### src/rtl/smap_pkg.sv
package smap_pkg;

    localparam int NUM_SLOTS   = 1024;
    localparam int POS_W       = 10;
    localparam int CNT_W       = 11;
    localparam int WORD_W      = 32;
    localparam int WORD_BITS_W = $clog2(WORD_W);
    localparam int NUM_WORDS   = NUM_SLOTS / WORD_W;
    localparam int WADDR_W     = $clog2(NUM_WORDS);
    localparam int POP_W       = $clog2(WORD_W) + 1;
    localparam int POS_REACH   = 1 << POS_W;
    localparam int MAX_N       = (NUM_SLOTS < POS_REACH) ? NUM_SLOTS : POS_REACH;

    localparam logic [1:0] ST_PLACED  = 2'd0;
    localparam logic [1:0] ST_NOFREE  = 2'd1;
    localparam logic [1:0] ST_CLEARED = 2'd2;
    localparam logic [1:0] ST_BAD     = 2'd3;

    localparam logic ACT_PLACE = 1'b0;
    localparam logic ACT_CLEAR = 1'b1;

    typedef struct packed {
        logic [WORD_W-1:0]      new_word;
        logic [POP_W-1:0]       cnt;
        logic                   any;
        logic [WORD_BITS_W-1:0] first_bit;
        logic [WORD_BITS_W-1:0] last_bit;
    } word_res_t;

endpackage

### src/rtl/slot_fill_and_clear_map.sv
// Slot occupancy map held in a 32-word by 32-bit synchronous RAM, all slots
// free after reset. A place request fills free slots from start_pos upward;
// a clear request counts and frees occupied slots in start_pos..end_pos. Each
// request visits the words of its range one at a time, each with a RAM read
// in S_READ, then an update and write back in S_PROC, after an accepting
// step in S_IDLE and before S_DONE loads the output register. A request
// flagged as bad goes from S_IDLE straight to S_DONE, and S_DONE waits until
// the previous result has been taken. One request is worked on at a
// time; the next is taken as soon as the result sits in the output register.
// Per-word valid flags stand for the reset contents, so no clearing pass is
// needed.
module slot_fill_and_clear_map (
    input  logic                        aclk,
    input  logic                        aresetn,
    input  logic                        cfg_valid,
    output logic                        cfg_ready,
    input  logic [smap_pkg::CNT_W-1:0]  cfg_data,
    input  logic                        s_valid,
    output logic                        s_ready,
    input  logic                        s_action,
    input  logic [smap_pkg::POS_W-1:0]  s_start_pos,
    input  logic [smap_pkg::CNT_W-1:0]  s_amount,
    input  logic [smap_pkg::POS_W-1:0]  s_end_pos,
    output logic                        m_valid,
    input  logic                        m_ready,
    output logic [1:0]                  m_status,
    output logic [smap_pkg::POS_W-1:0]  m_first_slot,
    output logic [smap_pkg::POS_W-1:0]  m_last_slot,
    output logic [smap_pkg::CNT_W-1:0]  m_freed_count
);

    typedef enum logic [1:0] {S_IDLE, S_READ, S_PROC, S_DONE} state_t;

    state_t                        state_reg;
    logic [smap_pkg::CNT_W-1:0]    cfg_reg;
    logic [smap_pkg::NUM_WORDS-1:0] valid_reg;
    logic                          action_reg;
    logic                          bad_reg;
    logic                          found_reg;
    logic [smap_pkg::CNT_W-1:0]    lo_reg;
    logic [smap_pkg::CNT_W-1:0]    hi_reg;
    logic [smap_pkg::CNT_W-1:0]    amount_reg;
    logic [smap_pkg::CNT_W-1:0]    got_reg;
    logic [smap_pkg::WADDR_W-1:0]  widx_reg;
    logic [smap_pkg::POS_W-1:0]    first_reg;
    logic [smap_pkg::POS_W-1:0]    last_reg;
    logic                          m_valid_reg;
    logic [1:0]                    m_status_reg;
    logic [smap_pkg::POS_W-1:0]    m_first_reg;
    logic [smap_pkg::POS_W-1:0]    m_last_reg;
    logic [smap_pkg::CNT_W-1:0]    m_freed_reg;

    logic [smap_pkg::CNT_W-1:0]    n;
    logic [smap_pkg::CNT_W-1:0]    start_ext;
    logic [smap_pkg::CNT_W-1:0]    end_eff;
    logic                          req_bad;
    logic [smap_pkg::WORD_W-1:0]   rd_data;
    logic [smap_pkg::WORD_W-1:0]   cur_word;
    logic [smap_pkg::WADDR_W-1:0]  last_widx;
    smap_pkg::word_res_t           wres;
    logic [smap_pkg::POS_W-1:0]    word_base;

    assign cfg_ready = 1'b1;
    assign s_ready   = (state_reg == S_IDLE);
    assign m_valid       = m_valid_reg;
    assign m_status      = m_status_reg;
    assign m_first_slot  = m_first_reg;
    assign m_last_slot   = m_last_reg;
    assign m_freed_count = m_freed_reg;

    always_comb begin
        n = (cfg_reg > smap_pkg::CNT_W'(smap_pkg::MAX_N)) ?
            smap_pkg::CNT_W'(smap_pkg::MAX_N) : cfg_reg;
        start_ext = smap_pkg::CNT_W'(s_start_pos);
        end_eff = (smap_pkg::CNT_W'(s_end_pos) >= n) ? (n - 1'b1)
                                                     : smap_pkg::CNT_W'(s_end_pos);
        if (start_ext >= n) begin
            req_bad = 1'b1;
        end else if (s_action == smap_pkg::ACT_PLACE) begin
            req_bad = (s_amount == '0);
        end else begin
            req_bad = (start_ext > end_eff);
        end
    end

    assign cur_word  = valid_reg[widx_reg] ? rd_data : '0;
    assign last_widx = smap_pkg::WADDR_W'(hi_reg >> smap_pkg::WORD_BITS_W);
    assign word_base = smap_pkg::POS_W'(smap_pkg::CNT_W'(widx_reg) << smap_pkg::WORD_BITS_W);

    smap_word u_word (
        .word      (cur_word),
        .widx      (widx_reg),
        .action    (action_reg),
        .lo        (lo_reg),
        .hi        (hi_reg),
        .remaining (amount_reg - got_reg),
        .res       (wres)
    );

    smap_ram #(
        .DEPTH (smap_pkg::NUM_WORDS),
        .WIDTH (smap_pkg::WORD_W)
    ) u_ram (
        .aclk    (aclk),
        .rd_en   (state_reg == S_READ),
        .rd_addr (widx_reg),
        .rd_data (rd_data),
        .wr_en   (state_reg == S_PROC),
        .wr_addr (widx_reg),
        .wr_data (wres.new_word)
    );

    always_ff @(posedge aclk) begin
        if (!aresetn) begin
            state_reg   <= S_IDLE;
            cfg_reg     <= smap_pkg::CNT_W'(1024);
            valid_reg   <= '0;
            m_valid_reg <= 1'b0;
        end else begin
            if (cfg_valid) begin
                cfg_reg <= cfg_data;
            end
            // In S_DONE the output register is reloaded whenever it is empty or its word is taken.
            if (m_valid_reg && m_ready && state_reg != S_DONE) begin
                m_valid_reg <= 1'b0;
            end
            case (state_reg)
                S_IDLE: begin
                    if (s_valid) begin
                        action_reg <= s_action;
                        bad_reg    <= req_bad;
                        found_reg  <= 1'b0;
                        got_reg    <= '0;
                        first_reg  <= '0;
                        last_reg   <= '0;
                        amount_reg <= s_amount;
                        lo_reg     <= start_ext;
                        hi_reg     <= (s_action == smap_pkg::ACT_PLACE) ? (n - 1'b1)
                                                                        : end_eff;
                        widx_reg   <= smap_pkg::WADDR_W'(s_start_pos >>
                                                         smap_pkg::WORD_BITS_W);
                        state_reg  <= req_bad ? S_DONE : S_READ;
                    end
                end
                S_READ: begin
                    state_reg <= S_PROC;
                end
                S_PROC: begin
                    valid_reg[widx_reg] <= 1'b1;
                    got_reg <= got_reg + smap_pkg::CNT_W'(wres.cnt);
                    if (wres.any) begin
                        last_reg <= word_base | smap_pkg::POS_W'(wres.last_bit);
                        if (!found_reg) begin
                            first_reg <= word_base | smap_pkg::POS_W'(wres.first_bit);
                            found_reg <= 1'b1;
                        end
                    end
                    if (widx_reg == last_widx) begin
                        state_reg <= S_DONE;
                    end else begin
                        widx_reg  <= widx_reg + 1'b1;
                        state_reg <= S_READ;
                    end
                end
                S_DONE: begin
                    if (!m_valid_reg || m_ready) begin
                        m_valid_reg <= 1'b1;
                        m_first_reg <= '0;
                        m_last_reg  <= '0;
                        m_freed_reg <= '0;
                        if (bad_reg) begin
                            m_status_reg <= smap_pkg::ST_BAD;
                        end else if (action_reg == smap_pkg::ACT_CLEAR) begin
                            m_status_reg <= smap_pkg::ST_CLEARED;
                            m_freed_reg  <= got_reg;
                        end else if (got_reg == '0) begin
                            m_status_reg <= smap_pkg::ST_NOFREE;
                        end else begin
                            m_status_reg <= smap_pkg::ST_PLACED;
                            m_first_reg  <= first_reg;
                            m_last_reg   <= last_reg;
                        end
                        state_reg <= S_IDLE;
                    end
                end
                default: begin
                    state_reg <= S_IDLE;
                end
            endcase
        end
    end

endmodule

### src/rtl/smap_ram.sv
module smap_ram #(
    parameter int DEPTH = 32,
    parameter int WIDTH = 32,
    parameter int AW    = $clog2(DEPTH)
) (
    input  logic             aclk,
    input  logic             rd_en,
    input  logic [AW-1:0]    rd_addr,
    output logic [WIDTH-1:0] rd_data,
    input  logic             wr_en,
    input  logic [AW-1:0]    wr_addr,
    input  logic [WIDTH-1:0] wr_data
);

    logic [WIDTH-1:0] mem [DEPTH];

    always_ff @(posedge aclk) begin
        if (wr_en) begin
            mem[wr_addr] <= wr_data;
        end
        if (rd_en) begin
            rd_data <= mem[rd_addr];
        end
    end

endmodule

### src/rtl/smap_word.sv
module smap_word (
    input  logic [smap_pkg::WORD_W-1:0]  word,
    input  logic [smap_pkg::WADDR_W-1:0] widx,
    input  logic                         action,
    input  logic [smap_pkg::CNT_W-1:0]   lo,
    input  logic [smap_pkg::CNT_W-1:0]   hi,
    input  logic [smap_pkg::CNT_W-1:0]   remaining,
    output smap_pkg::word_res_t          res
);

    logic [smap_pkg::WORD_W-1:0] in_range;
    logic [smap_pkg::WORD_W-1:0] free_bits;
    logic [smap_pkg::WORD_W-1:0] sel;
    logic [smap_pkg::WORD_W-1:0] hit;

    always_comb begin
        logic [smap_pkg::CNT_W-1:0] pos;
        logic [smap_pkg::WORD_W-1:0] low_mask;
        for (int i = 0; i < smap_pkg::WORD_W; i++) begin
            pos = (smap_pkg::CNT_W'(widx) << smap_pkg::WORD_BITS_W)
                  | smap_pkg::CNT_W'(i);
            in_range[i] = (pos >= lo) && (pos <= hi);
        end
        free_bits = ~word & in_range;
        // A free slot is taken while its rank among free slots fits the request.
        for (int i = 0; i < smap_pkg::WORD_W; i++) begin
            low_mask = {smap_pkg::WORD_W{1'b1}} >> (smap_pkg::WORD_W - 1 - i);
            sel[i] = free_bits[i] &&
                     (smap_pkg::CNT_W'($countones(free_bits & low_mask)) <= remaining);
        end
        hit = (action == smap_pkg::ACT_CLEAR) ? (word & in_range) : sel;

        res.new_word = (action == smap_pkg::ACT_CLEAR) ? (word & ~in_range)
                                                       : (word | sel);
        res.cnt = smap_pkg::POP_W'($countones(hit));
        res.any = |sel;
        res.first_bit = '0;
        res.last_bit = '0;
        for (int i = smap_pkg::WORD_W - 1; i >= 0; i--) begin
            if (sel[i]) begin
                res.first_bit = smap_pkg::WORD_BITS_W'(i);
            end
        end
        for (int i = 0; i < smap_pkg::WORD_W; i++) begin
            if (sel[i]) begin
                res.last_bit = smap_pkg::WORD_BITS_W'(i);
            end
        end
    end

endmodule

### config.mk
export PLATFORM = sky130hd
export DESIGN_NAME = slot_fill_and_clear_map
export DESIGN_NICKNAME = d
export VERILOG_FILES = /design/src/rtl/smap_pkg.sv /design/src/rtl/slot_fill_and_clear_map.sv /design/src/rtl/smap_ram.sv /design/src/rtl/smap_word.sv
export SDC_FILE = /design/constraint.sdc
export NUM_CORES = 2
export LEC_CHECK = 0
export ABC_CLOCK_PERIOD_IN_PS = 38400
export BUFFER_PORTS_ARGS = -buffer_cell sky130_fd_sc_hd__buf_2
export CAP_MARGIN = 20
export CORE_MARGIN = 1
export CORE_UTILIZATION = 30
export DETAILED_ROUTE_END_ITERATION = 7
export MAX_ROUTING_LAYER = met4
export PLACE_DENSITY_LB_ADDON = 0.3
export SKIP_CTS_REPAIR_TIMING = 1
export SYNTH_ARGS = -nofsm -noshare
export SYNTH_HDL_FRONTEND = slang
export SYNTH_SLANG_ARGS = --single-unit
### constraint.sdc
create_clock -name aclk -period 38.4 [get_ports aclk]
set_input_delay 1.92 -clock aclk [delete_from_list [all_inputs] [get_ports aclk]]
set_output_delay 1.92 -clock aclk [all_outputs]
set_load 0.05 [all_outputs]
======== Yosys cells after proc, flatten, opt, wreduce, memory -nomap -nowiden ========
Memory sizes are Yosys's and may differ from the RTL's. A register that Yosys moved wholly into a read port is not among the register bits.
Cells that the tools add are included.
word-level totals
  memories ................................ 1
  flip-flop bits (word level) ............. 150
  RAM bits ................................ 1024
  memory bits (read-only) ................. 0
  latch bits .............................. 0
  input port bits ......................... 48
operators by class
  order comparisons ....................... 102
  add/subtract/negate cells ............... 115
  multiplexer cells ....................... 101
  divide/modulo/power cells ............... 0
  $mul .................................... 0
  shift operators ......................... 0
  bitwise gates (word level) .............. 10
  reduce and logical (&&, ||, !) cells .... 84
  eq/ne operators ......................... 10
memory list
  memory     depth  bits a word  rd ports  clocked after Yosys merged registers in  write ports  RTL line        RTL
  u_ram.mem  32     32           1         1                                        1            smap_ram.sv:15  logic [WIDTH-1:0] mem [DEPTH];
operators by type and width
  operator             count
  $add A11 B11 Y11     35
  $le A10 B11 Y1       32
  $le A11 B11 Y1       31
  $ge A10 B10 Y1       32
  $mux W5              64
  $add A11 B1 Y11      12
  $and A32 B32 Y32     3
  $mux W32             3
  $logic_and A1 B1 Y1  67
  $add A1 B1 Y2        32
  $not A32 Y32         2
  $or A32 B32 Y32      2
  $add A2 B2 Y3        16
  $mux W11             4
  $mux W10             4
  $pmux W10 S2         2
  $reduce_or A32 Y1    1
  $add A11 B2 Y11      2
  $add A3 B11 Y11      2
  $ge A10 B11 Y1       2
  $logic_not A11 Y1    2
  $pmux W11 S2         1
  $add A3 B3 Y4        5
  $or A10 B5 Y10       2
  other kinds (35)     64

======== Logic depth before layout (Yosys ltp) ========
  depth in word-level cells ............... 48
  gate-level depth with buffers ........... 52

======== By module ========
A second synthesis with hierarchy kept.
unflattened totals
  cells, all modules ...................... 4616
  area, all modules ....................... 61687.9 sq um
modules (own cells, without submodules)
  module                   times used  sequential area each (sq um)  area each (sq um)  cells an instance
  smap_ram                 1           31710.4                       40812.9            2260
  smap_word                1           0.0                           12832.3            1648
  slot_fill_and_clear_map  1           4043.9                        8042.7             708

======== Least setup slack after synthesis ========
Ideal clock, no wire load.
  path kind ............................... register to register
  from .................................... reg widx_reg[1] in the netlist's numbering
  to ...................................... reg got_reg[10] in the netlist's numbering, data pin
  arrival time ............................ 13459 ps
  data required time ...................... 38134 ps
  buffers on the path ..................... 4
  cell stages (with the launch flop) ...... 53
  slack ................................... 24675 ps
  setup time .............................. 266 ps
  path through ............................ edfxtp_1 > clkbuf_1 > buf_4 > mux2i_1 > o22ai_1 > nor4_2 > mux2i_4 > buf_6 > and2_2 > nor2_1 > ha_1 > inv_1 > fa_1 > inv_1 > ha_1 > fa_1 > xor2_1 > clkinv_1 > [17 not listed] > a21o_1 > fa_1 > fa_1 > fa_1 > fa_1 > fa_1 > fa_1 > fa_1 > fa_1 > a21o_1 > a21o_1 > a21o_1 > a21oi_1 > nor2b_1 > o21a_1 > nand3_1 > xor2_1 > nor2_1
on the way
  cells in the longest elaborated chain, start to end .. 20
  elaborated cells on any way between the ends .. 280
  classes of those cells .................. add/sub (112); order compare (96); mux (5); bitwise (3); reduce/logical (64)
ends and longest elaborated chain
  item                                                                          RTL line                        RTL
  start, declared                                                               slot_fill_and_clear_map.sv:44   logic [smap_pkg::WADDR_W-1:0] widx_reg;
  start signal, assigned                                                        slot_fill_and_clear_map.sv:140  widx_reg <= smap_pkg::WADDR_W'(s_start_pos >>
  start signal, assigned                                                        slot_fill_and_clear_map.sv:161  widx_reg <= widx_reg + 1'b1;
  $bmux W1 S5                                                                   slot_fill_and_clear_map.sv:86   assign cur_word = valid_reg[widx_reg] ? rd_data : '0;
  $mux W1 (not written as such)                                                 slot_fill_and_clear_map.sv:86
  $mux W32                                                                      slot_fill_and_clear_map.sv:86
  $not A32 Y32                                                                  smap_word.sv:24                 free_bits = ~word & in_range;
  $and A32 B32 Y32                                                              smap_word.sv:24
  $add A1 B1 Y2 (not written as such)                                           smap_word.sv:29                 (smap_pkg::CNT_W'($countones(free_bits & low_mask)) <= remaining);
  $add A2 B2 Y3 (not written as such) or $add A2 B1 Y3 (tied branches)          smap_word.sv:29
  $add A11 B11 Y11 (not written as such) (tied with other cells) (2 in series)  smap_word.sv:29
  [3 not listed]                                                                n/a
  $mux W32 (*)                                                                  smap_word.sv:31                 hit = (action == smap_pkg::ACT_CLEAR) ? (word & in_range) : sel;
  $add A1 B1 Y2 (not written as such)                                           smap_word.sv:35                 res.cnt = smap_pkg::POP_W'($countones(hit));
  $add A2 B2 Y3 (not written as such)                                           smap_word.sv:35
  $add A3 B3 Y4 (not written as such)                                           smap_word.sv:35
  $add A4 B4 Y5 (not written as such)                                           smap_word.sv:35
  $add A5 B5 Y6 (not written as such) (*)                                       smap_word.sv:35
  $add A11 B6 Y11 (*)                                                           slot_fill_and_clear_map.sv:150  got_reg <= got_reg + smap_pkg::CNT_W'(wres.cnt);
  $pmux W11 S2 (*)                                                              slot_fill_and_clear_map.sv:127  case (state_reg)
  end signal, assigned                                                          slot_fill_and_clear_map.sv:150
  end, declared                                                                 slot_fill_and_clear_map.sv:43   logic [smap_pkg::CNT_W-1:0] got_reg;
Every way passes the cells marked *; elsewhere a longest branch is shown, timed or not. The select of a mux whose other input is x is not followed.
A chain may end at the register's enable or synchronous reset.

======== Worst setup path after layout ========
Same ends and word-level chain as after synthesis.

==> out/results.txt <==
Wirelength per Cell -> 25.44 µm
Longest Clk Path Bufs -> 3
outcome -> finished clean
total power -> 5.971 mW
Core Util, Final -> 34.47%
clock latency on the worst-skew pair -> 0.77 ns
post-DP HPWL -> 104.0 mm
Worst EP arrival -> 16.41 ns
critical path capture point type -> flop
max incr delay on CP -> 1.02 ns
Die Wd -> 446.4 µm
1st-iter DRT viols -> 3341
first-pass GRT wire length -> 247.1 mm
top cells by count, synth -> 1160 x edfxtp_1, 331 x ha_1, 256 x mux4_2, 220 x inv_1, 168 x nor2_1
standard-cell rows -> 162
RSZ-0062 raised after global routing -> false
internal power -> 3.562 mW
Post-Syn Instances -> 3837
vias per std cell -> 5.188
Top FF cell, synth -> edfxtp_1
Synth Warn # -> 0
cell taking the most area after synthesis -> edfxtp_1
Total GRT Usage -> 17.54%
GRT overflow -> 0
CP Max Fanout -> 59
EDFF count, synth -> 1160
Clock transition at path regs -> 0.07 ns
Tcrit/Tclk final -> 41.49%
Root Buffer -> clkbuf_16
most frequent cell after synthesis -> edfxtp_1
share of layout cells above drive strength 1 -> 18.31%
H-tree level count -> 3
Slowest-stage cell, CP -> edfxtp_1
HP Class -> flop to flop
non-filler cells, final -> 6715
final setup TNS -> 0 ns
# IOs -> 84
Mapped Area -> 59240 µm²
Pleak -> 23.90 nW
asr flop ratio synth -> 0%
die footprint -> 199300 µm²
Crit path required time -> 38.87 ns
Worst Setup Path Type -> flop to flop
Clock Skew -> 0.05460 ns
TritonCTS Sinks -> 1206
starting density of the core -> 30.29%
Synth-to-Final Area Change -> 13.81%
antenna viol nets, final -> 0
max cap viols -> 0
# port buffers -> 82
area of the core -> 195600 µm²
largest net degree at the start of global routing -> 89
Vert. Die Dim -> 446.4 µm
fmax -> 0.06277 GHz
Distinct cells, synth -> 102
final hold vios -> 0
Yosys top cell area share -> 58.80%
final WL -> 170.8 mm
Peak VDD IR -> 0.00009715 V
DRT Pass-1 Iters -> 5
GPL Wtd Cong -> 0.8991
Final setup violation count -> 0
Via Count -> 34840
P per Cell Area -> 88.56 nW/µm²
Post-Place Cells -> 6496
Synth Register Bits -> 1206
combinational power share -> 55.8%
Slew HR -> 24.56%
Tmin final -> 15.93 ns
Worst path most repeated cell -> fa_1
CTS Buf Count -> 117
Seq pwr share -> 25.2%
clock network fraction of total power -> 19.0%
CTS tree -> built
sequential area share after synthesis -> 60.35%
# DRC -> 0
NetSw -> 2.409 mW
Slew @ Worst Pin -> 1.123 ns
antenna violations before repair -> 4
Setup crit start kind -> flop
Final Max Slew Viols -> 0
max reg flops -> 1024
Nets -> 4486
post-place instance area -> 63600 µm²
synth top area cells -> edfxtp_1 59%, mux4_2 9.7%, ha_1 7.0%
vias in the first global route -> 34620
Synth Net Count -> 4329
Switching Share -> 40.34%
final instance area -> 67420 µm²
mean post-synth cell area -> 15.44 µm²
path summary, 6_finish.rpt:
kind | start | end | slack, ns | cells past startpoint
worst min-delay path | valid_reg[23]$_SDFFE_PN0P_ | valid_reg[23]$_SDFFE_PN0P_ | 0.47 | 1
worst min register to register | valid_reg[23]$_SDFFE_PN0P_ | valid_reg[23]$_SDFFE_PN0P_ | 0.47 | 1
worst max register to register | widx_reg[1]$_DFFE_PP_ | got_reg[10]$_SDFFCE_PN0P_ | 22.47 | 46
worst max-delay path | widx_reg[1]$_DFFE_PP_ | got_reg[10]$_SDFFCE_PN0P_ | 22.47 | 46
critical path, delay by kind of cell, from the launching register on:
kind,cells,cell delay [ns]
adder cells (fa/ha/maj),17,7.92
buffers and inverters,6,1.82
XOR/XNOR,2,0.69
flip-flops,1,1.02
AND/OR/NAND/NOR,7,0.88
multiplexers,2,0.77
AO/OA/AOI/OAI,12,2.51
routing by layer:
layer	routed length (µm)	track usage, %	share of wire, %	vias to the layer above
li1	-	-	-	15360
met1	76880	24.28	45	18220
met2	80150	27.42	47	1046
met3	9992	2.184	5.9	208
met4	3779	4.140	2.2	0
met5	0	-	0	-
power groups by stage:
| stage | logic [mW] | clock network, mW | registers (mW) |
|---|---|---|---|
| 2_1_floorplan | 2.48 | 0 | 1.53 |
| 3_3_place_gp | 3.27 | 0 | 1.53 |
| 3_5_place_dp | 3.35 | 0 | 1.53 |
| 4_1_cts | 3.37 | 1.16 | 1.51 |
| 5_1_grt | 3.84 | 1.20 | 1.51 |
| 6_report | 3.33 | 1.14 | 1.51 |
metrics by stage:
step                hold WS (ns)  setup WS [ns]
floorplan                 0.4400          24.67
global placement          0.4460          22.50
detailed placement        0.4522          22.35
CTS                       0.4680          22.32
global route              0.4796          21.55
finish                    0.4665          22.47
cell usage in the layout, fill, tap and decap left out, types with 42 or more instances in the layout:
cell type and instances:
xnor2_1 63, nand3_1 71, nor2b_1 48, o21ai_0 96, ha_1 331, mux4_2 256
a21oi_1 128, fa_1 113, o21a_1 70, buf_4 115, buf_2 82, inv_1 219
dfxtp_1 46, nor2_1 134, nand4_1 46, a21o_1 81, edfxtp_1 1160, nand2_1 136
a22oi_1 133, clkbuf_16 118, mux2i_1 42
final cells by class:
type | count | area (µm²)
antenna | 1 | 2.502
clock buffer | 147 | 3112
clock inverter | 68 | 663.1
fill | 18720 | 128200
inverter | 223 | 837.1
multi-input combinational | 2242 | 22380
sequential | 1206 | 35750
tap | 2624 | 3283
timing repair buffer | 204 | 1389
kinds of logic (layout without fill, tap and decap cells):
| group | after synthesis | after routing | synth area share [%] |
|---|---|---|---|
| flip-flops | 1206 | 1206 | 60.35 |
| AO/OA/AOI/OAI | 726 | 726 | 8.495 |
| AND/OR/NAND/NOR | 679 | 679 | 5.890 |
| adder cells (fa/ha/maj) | 444 | 444 | 10.81 |
| buffers and inverters | 389 | 642 | 2.570 |
| multiplexers | 304 | 304 | 10.57 |
| XOR/XNOR | 88 | 88 | 1.301 |
| other | 1 | 2 | 0.006330 |
No activity file was read; power rests on OpenSTA's default activity.
